## config.mk

```make
export PLATFORM = sky130hd
export DESIGN_NAME = rotation_matrix_to_quaternion
export DESIGN_NICKNAME = d
export VERILOG_FILES = /design/src/rmq_pkg.sv /design/src/rotation_matrix_to_quaternion.sv
export SDC_FILE = /design/constraint.sdc
export NUM_CORES = 2
export LEC_CHECK = 0
export BUFFER_PORTS_ARGS = -buffer_cell sky130_fd_sc_hd__buf_2
export CAP_MARGIN = 5
export CORE_MARGIN = 3
export CORE_UTILIZATION = 50
export CTS_BUF_LIST = sky130_fd_sc_hd__clkbuf_4 sky130_fd_sc_hd__clkbuf_8 sky130_fd_sc_hd__clkbuf_16
export CTS_CLUSTER_DIAMETER = 40
export DETAILED_ROUTE_END_ITERATION = 10
export HOLD_SLACK_MARGIN = 0.1
export PLACE_DENSITY_LB_ADDON = 0.12
export SETUP_SLACK_MARGIN = 0.5
export SLEW_MARGIN = 30
export SYNTH_ARGS = -nofsm -noshare
export SYNTH_HDL_FRONTEND = slang
export SYNTH_MEMORY_MAX_BITS = 65536
export SYNTH_SLANG_ARGS = --single-unit
```

## constraint.sdc

```tcl
create_clock -name clk -period 82.3 [get_ports clk]
set_input_delay 8.23 -clock clk [delete_from_list [all_inputs] [get_ports clk]]
set_output_delay 8.23 -clock clk [all_outputs]
set_load 0.01 [all_outputs]
```

## src/rmq_pkg.sv

```systemverilog
`timescale 1ns / 1ps

package rmq_pkg;

    // Widths of the entry and result fields
    localparam int ENTRY_W = 16;
    localparam int QW_W    = 15;
    localparam int QXYZ_W  = 16;

    // Number of quaternion components worked in parallel
    localparam int LANES   = 4;
    localparam int LANE_W  = 0;
    localparam int LANE_X  = 1;
    localparam int LANE_Y  = 2;
    localparam int LANE_Z  = 3;

    // Incoming word: the nine rotation entries
    typedef struct packed {
        logic signed [ENTRY_W-1:0] m00;
        logic signed [ENTRY_W-1:0] m01;
        logic signed [ENTRY_W-1:0] m02;
        logic signed [ENTRY_W-1:0] m10;
        logic signed [ENTRY_W-1:0] m11;
        logic signed [ENTRY_W-1:0] m12;
        logic signed [ENTRY_W-1:0] m20;
        logic signed [ENTRY_W-1:0] m21;
        logic signed [ENTRY_W-1:0] m22;
    } in_t;

    // Outgoing word: the quaternion
    typedef struct packed {
        logic        [QW_W-1:0]   quat_w;
        logic signed [QXYZ_W-1:0] quat_x;
        logic signed [QXYZ_W-1:0] quat_y;
        logic signed [QXYZ_W-1:0] quat_z;
    } out_t;

endpackage

```

## src/rotation_matrix_to_quaternion.sv

```systemverilog
`timescale 1ns / 1ps

// Rotation matrix to quaternion. Takes one word of nine Q(FRAC_BITS) rotation
// entries per clock and returns w, x, y, z, each rounded to nearest and
// saturated at 1.0; x, y and z take the sign of their off-diagonal difference
// (positive when it is zero). Throughput is one matrix per clock while the
// output is not held. Stage 0 registers the diagonal sums and signs, the
// square root settles one result bit per pipeline stage over ROOT_W stages,
// and rounding, saturation and the sign go into the output register.
// A stall at the output freezes the whole pipeline in place;
// bubbles travel as cleared valid bits.
module rotation_matrix_to_quaternion #(
    parameter int FRAC_BITS = 14
) (
    input  logic            clk,
    input  logic            rst_n,
    input  logic            item_valid,
    output logic            item_ready,
    input  rmq_pkg::in_t    item,
    output logic            result_valid,
    input  logic            result_ready,
    output rmq_pkg::out_t   result
);

    // Sum width covers one plus three entries; radicand is sum << FRAC_BITS
    localparam int SUM_W   = ((FRAC_BITS > rmq_pkg::ENTRY_W) ? FRAC_BITS : rmq_pkg::ENTRY_W) + 3;
    localparam int ROOT_W  = (SUM_W - 1 + FRAC_BITS + 1) / 2;
    localparam int RAD_W   = 2 * ROOT_W;
    localparam int REM_W   = ROOT_W + 2;
    localparam int NST     = ROOT_W + 1;
    localparam int MAG_MAX = (FRAC_BITS >= rmq_pkg::QW_W) ? 32767 : (1 << FRAC_BITS);
    localparam logic signed [SUM_W-1:0] ONE_S = SUM_W'(1) << FRAC_BITS;
    localparam logic [ROOT_W-1:0] MAG_MAX_R = ROOT_W'(MAG_MAX);

    // Pipeline storage, stage 0 holds the sums, stage ROOT_W the finished roots
    logic                      vld_reg  [NST];
    logic [RAD_W-1:0]          rad_reg  [NST][rmq_pkg::LANES];
    logic [REM_W-1:0]          rem_reg  [NST][rmq_pkg::LANES];
    logic [ROOT_W-1:0]         root_reg [NST][rmq_pkg::LANES];
    logic [2:0]                neg_reg  [NST];

    logic                      vld_next [NST];
    logic [RAD_W-1:0]          rad_next [NST][rmq_pkg::LANES];
    logic [REM_W-1:0]          rem_next [NST][rmq_pkg::LANES];
    logic [ROOT_W-1:0]         root_next[NST][rmq_pkg::LANES];
    logic [2:0]                neg_next [NST];

    logic                      out_vld_reg;
    logic                      out_vld_next;
    rmq_pkg::out_t             out_reg;
    rmq_pkg::out_t             out_next;

    logic                      adv;
    logic signed [SUM_W-1:0]   e00, e11, e22;
    logic signed [SUM_W-1:0]   sum [rmq_pkg::LANES];
    logic [REM_W-1:0]          rem_sh [ROOT_W][rmq_pkg::LANES];
    logic [REM_W-1:0]          trial  [ROOT_W][rmq_pkg::LANES];
    logic                      ge     [ROOT_W][rmq_pkg::LANES];
    logic [ROOT_W:0]           rnd    [rmq_pkg::LANES];
    logic [ROOT_W-1:0]         mag    [rmq_pkg::LANES];
    logic [rmq_pkg::QW_W-1:0]  mag15  [rmq_pkg::LANES];
    logic [rmq_pkg::QXYZ_W-1:0] pos   [rmq_pkg::LANES];

    // Whole pipeline moves together unless the output word is held
    assign adv        = !out_vld_reg || result_ready;
    assign item_ready = adv;

    // Form the diagonal sums and the off-diagonal signs
    always_comb
    begin
        e00 = SUM_W'(item.m00);
        e11 = SUM_W'(item.m11);
        e22 = SUM_W'(item.m22);
        sum[rmq_pkg::LANE_W] = ONE_S + e00 + e11 + e22;
        sum[rmq_pkg::LANE_X] = ONE_S + e00 - e11 - e22;
        sum[rmq_pkg::LANE_Y] = ONE_S - e00 + e11 - e22;
        sum[rmq_pkg::LANE_Z] = ONE_S - e00 - e11 + e22;
        vld_next[0] = item_valid;
        neg_next[0] = {item.m10 < item.m01, item.m02 < item.m20, item.m21 < item.m12};
        for (int l = 0; l < rmq_pkg::LANES; l++)
        begin
            // Clamp non-positive sums to zero
            if (sum[l] <= 0)
                rad_next[0][l] = '0;
            else
                rad_next[0][l] = RAD_W'(sum[l][SUM_W-2:0]) << FRAC_BITS;
            rem_next[0][l]  = '0;
            root_next[0][l] = '0;
        end

        // Settle one root bit per stage
        for (int k = 0; k < ROOT_W; k++)
        begin
            vld_next[k+1] = vld_reg[k];
            neg_next[k+1] = neg_reg[k];
            for (int l = 0; l < rmq_pkg::LANES; l++)
            begin
                rem_sh[k][l] = {rem_reg[k][l][REM_W-3:0], rad_reg[k][l][RAD_W-1:RAD_W-2]};
                trial[k][l]  = {root_reg[k][l], 2'b01};
                ge[k][l]     = rem_sh[k][l] >= trial[k][l];
                rem_next[k+1][l]  = ge[k][l] ? (rem_sh[k][l] - trial[k][l]) : rem_sh[k][l];
                root_next[k+1][l] = {root_reg[k][l][ROOT_W-2:0], ge[k][l]};
                rad_next[k+1][l]  = rad_reg[k][l] << 2;
            end
        end
    end

    // Round, saturate and apply the signs
    always_comb
    begin
        for (int l = 0; l < rmq_pkg::LANES; l++)
        begin
            rnd[l]   = {1'b0, root_reg[ROOT_W][l]} + (ROOT_W + 1)'(1);
            mag[l]   = rnd[l][ROOT_W:1];
            if (mag[l] > MAG_MAX_R)
                mag[l] = MAG_MAX_R;
            mag15[l] = rmq_pkg::QW_W'(mag[l]);
            pos[l]   = {1'b0, mag15[l]};
        end
        out_vld_next   = vld_reg[ROOT_W];
        out_next.quat_w = mag15[rmq_pkg::LANE_W];
        out_next.quat_x = neg_reg[ROOT_W][0] ? -pos[rmq_pkg::LANE_X] : pos[rmq_pkg::LANE_X];
        out_next.quat_y = neg_reg[ROOT_W][1] ? -pos[rmq_pkg::LANE_Y] : pos[rmq_pkg::LANE_Y];
        out_next.quat_z = neg_reg[ROOT_W][2] ? -pos[rmq_pkg::LANE_Z] : pos[rmq_pkg::LANE_Z];
    end

    // Advance the valid bits
    always_ff @(posedge clk or negedge rst_n)
    begin
        if (!rst_n)
        begin
            for (int k = 0; k < NST; k++)
                vld_reg[k] <= 1'b0;
            out_vld_reg <= 1'b0;
        end
        else if (adv)
        begin
            for (int k = 0; k < NST; k++)
                vld_reg[k] <= vld_next[k];
            out_vld_reg <= out_vld_next;
        end
    end

    // Advance the payload, hold it while stalled
    always_ff @(posedge clk)
    begin
        if (adv)
        begin
            for (int k = 0; k < NST; k++)
            begin
                neg_reg[k] <= neg_next[k];
                for (int l = 0; l < rmq_pkg::LANES; l++)
                begin
                    rad_reg[k][l]  <= rad_next[k][l];
                    rem_reg[k][l]  <= rem_next[k][l];
                    root_reg[k][l] <= root_next[k][l];
                end
            end
            out_reg <= out_next;
        end
    end

    assign result_valid = out_vld_reg;
    assign result       = out_reg;

`ifndef SYNTHESIS
    // Scalar part never beyond saturation limit
    assert property (@(posedge clk) disable iff (!rst_n)
        result_valid |-> (int'(result.quat_w) <= MAG_MAX))
        else $error("quat_w beyond saturation limit");

    // The x and z vector parts stay within plus or minus the limit
    assert property (@(posedge clk) disable iff (!rst_n)
        result_valid |-> (int'(result.quat_x) <= MAG_MAX && int'(result.quat_x) >= -MAG_MAX
                       && int'(result.quat_z) <= MAG_MAX && int'(result.quat_z) >= -MAG_MAX))
        else $error("quat_x or quat_z beyond saturation limit");

    // A stall freezes the valid bits of the first and the last stage
    assert property (@(posedge clk) disable iff (!rst_n)
        !adv |=> (vld_reg[0] == $past(vld_reg[0]) && vld_reg[ROOT_W] == $past(vld_reg[ROOT_W])))
        else $error("pipeline moved during stall");
`endif

endmodule

```

==> metrics.cfg <==
[global_routing]
maximum_number_of_pins_on_one_net_before_global_route_repair = 167
overflow = 0
first_global_vias = 61700
antenna_violations_before_repair = 5
grt_first_pass_wirelength_um = 286000
grt_util_all_layers_pct = 16.4

[clock_tree]
htree_levels = 5
ctsRootBufferMaster = sky130_fd_sc_hd__clkbuf_16
cts_sinks = 1908
postCtsHoldBufs = 0
tritoncts_clock_tree = yes
cts_buffers = 306
worst_skew_pair.late_latency_ps = 900
cts_post_setup_buffers_inserted = 0
clock_path_buffers = 4
post_cts.resized_instances = 0
clock_transition_at_the_register_clock_pins_on_the_worst_setup_and_hold_paths_after_cts_ps = 60

[synthesis]
ys_dominant_reg_cell = sky130_fd_sc_hd__edfxtp_1
synth-compound-area-share_pct = 9.10
synthAdderAreaFrac_pct = 10.4
ys.warnings.count = 0
yosys-mux-area-fraction_pct = 2.33
synth-edff-count = 1890
synth_xor_xnor_area_share_pct = 6.12
mean_post_synth_cell_area_sq_um = 12.0
count_of_state_elements_after_synthesis = 1908
synthesis.area_sq_um = 101000
ys_seq_area_share_pct = 56.9
synthArstFlopShare_pct = 0.943
postSynthCellCount = 8380
synth_cell_type_count = 97
synth_top_family_by_area = simple AND/OR/NAND/NOR gates
synthesized_area_fraction_occupied_by_and_or_nand_nor_cells_pct = 11.5

[sta]
setup_viol = 0
post-route-period-util_pct = 21.4
finalCriticalPeriod_ps = 17640
timing_worst_slew_pin_value_ps = 1050
rsz_0062_raised_after_global_routing = no
max_freq_mhz = 56.7
totalNegativeSetupSlack_ps = 0
maxSlewViolCount = 0
finalHoldViolCount = 0
worst_clock_skew_ps = 57.0
slew_headroom_pct = 28.8

[route]
drt-initial-drc-count = 3081
detailroute.via_count = 61400
remaining_drc_errors = 0
antenna_violating_nets_post_route = 0
first_pass_iters = 6
drt-total-wl_um = 170000
routedWlPerCell_um = 14.5
detail_route.vias_per_cell = 5.24

[power_and_ir_drop]
vdd_drop_max_v = 0.0000300
static-leakage-power_nw = 47.0
power-per-cell-area_nw_per_um2 = 38.7

[critical_path]
reg2reg_depth = 8
critical_path_required_ps = 74070
endpoint_kind = output pin
critical_path_start_end_classification = in2out
worst-path-max-fanout = 82
timing.critical_path.from_type = primary input
critPathArrivalTime_ps = 9410

[place]
gp_congestion = 0.880
placed_instances = 11200
numPortBuffers = 212
place_hpwl_um = 123000

[finish]
mostFrequentLayoutCell = sky130_fd_sc_hd__edfxtp_1
largest_register_ffs = 872
fin_cells = 11700
share_of_cells_above_drive_strength_1_pct = 11.7
finish.net_count = 9739
area_growth_pct = 14.6
final_cell_mix = 1890 x sky130_fd_sc_hd__edfxtp_1, 851 x sky130_fd_sc_hd__inv_1, 704 x sky130_fd_sc_hd__nor2_1

[floorplanning]
io_pins = 213
horizontal_die_dimension_um = 455
dieHeight_um = 455
fp-row-count = 164
initial_core_util_pct = 50.3
core_sq_um = 200000
die_area_sq_um = 207000

[outcome]
status = complete, no violations

[min_path]
type_of_the_worst_min_delay_path = reg2reg
min_delay_path_depth = 0

[job]
maxCapViolations = 0

## report_power, final
part	total, mW	switching, mW	internal, mW
clock network	1.26	0.443	0.819
registers	1.86	0.211	1.65
logic	1.34	0.751	0.586
## cell families (layout without fill, tap and decap cells)
| family | count (synthesis) | after routing |
|---|---|---|
| compound gates | 1452 | 1452 |
| xor+xnor | 703 | 703 |
| fa+ha+maj | 779 | 779 |
| buf+inv | 991 | 1653 |
| flops | 1908 | 1908 |
| mux | 210 | 210 |
| other cells | 1 | 7 |
| simple gates | 2336 | 2336 |
## metal layers
layer  track usage (%)  wire [um]
met4              5.92       4940
met3              3.27       6390
met1              19.5      72500
met2              29.3      85700
met5                 0         21
## cell usage after synthesis (102+ instances only)
cell type	count	share of area (%)
sky130_fd_sc_hd__a21o_1	110	0.82
sky130_fd_sc_hd__a21oi_1	422	2.1
sky130_fd_sc_hd__clkbuf_1	105	0.39
sky130_fd_sc_hd__edfxtp_1	1890	56
sky130_fd_sc_hd__ha_1	685	8.5
sky130_fd_sc_hd__inv_1	852	3.2
sky130_fd_sc_hd__mux2_2	192	2.1
sky130_fd_sc_hd__nand2_1	448	1.7
sky130_fd_sc_hd__nand2b_1	102	0.63
sky130_fd_sc_hd__nand3_1	168	0.84
sky130_fd_sc_hd__nor2_1	704	2.6
sky130_fd_sc_hd__nor3_1	283	1.4
sky130_fd_sc_hd__o21a_1	124	0.93
sky130_fd_sc_hd__o21ai_0	354	1.8
sky130_fd_sc_hd__xnor2_1	382	3.3
sky130_fd_sc_hd__xor2_1	321	2.8
## final cells by class
class	instances	area, sq um
fillers	16100	84600
flip-flops and latches	1908	57200
multi-input cells	5484	39700
clock buffers	338	8040
well taps	2656	3320
inverters	861	3240
clock inverters	202	2300
repair buffers	252	1440
diodes	3	7.51
## critical path, cell delays in order
cell                      delay [ps]
sky130_fd_sc_hd__buf_2            90
sky130_fd_sc_hd__nor2b_2          30
sky130_fd_sc_hd__buf_4           210
sky130_fd_sc_hd__inv_8           430
sky130_fd_sc_hd__buf_2           250
## final timing paths
check / from / to / slack, ps
setup / recovery: result_ready / item_ready / 64660
hold / removal: rad_reg[4][92]$_DFFE_PP_ / rad_reg[5][94]$_DFFE_PP_ / 390
hold reg to reg: rad_reg[4][92]$_DFFE_PP_ / rad_reg[5][94]$_DFFE_PP_ / 390
max in group asynchronous: rst_n / vld_next[7]$_DFFE_PN0P_ / 74770
min in group asynchronous: rst_n / vld_next[9]$_DFFE_PN0P_ / 7250
setup reg to reg: result_valid$_DFFE_PN0P_ / root_reg[16][49]$_DFFE_PP_ / 77110
## through the flow
step | setup slack (ps) | hold slack (ps) | total power [mW] | area, sq um | utilization, %
6_report | 64660 | 388 | 4.46 | 115000 | 57.7
5_1_grt | 64590 | 402 | 4.78 | 115000 | 57.7
4_1_cts | 64660 | 390 | 4.51 | 115000 | 57.6
3_5_place_dp | 64660 | 405 | 3.22 | 105000 | 52.5
3_3_place_gp | 64690 | 400 | 3.17 | 105000 | 52.5
2_1_floorplan | 29070 | 400 | 3.26 | 101000 | -
Power figures use the tool's default switching activity.
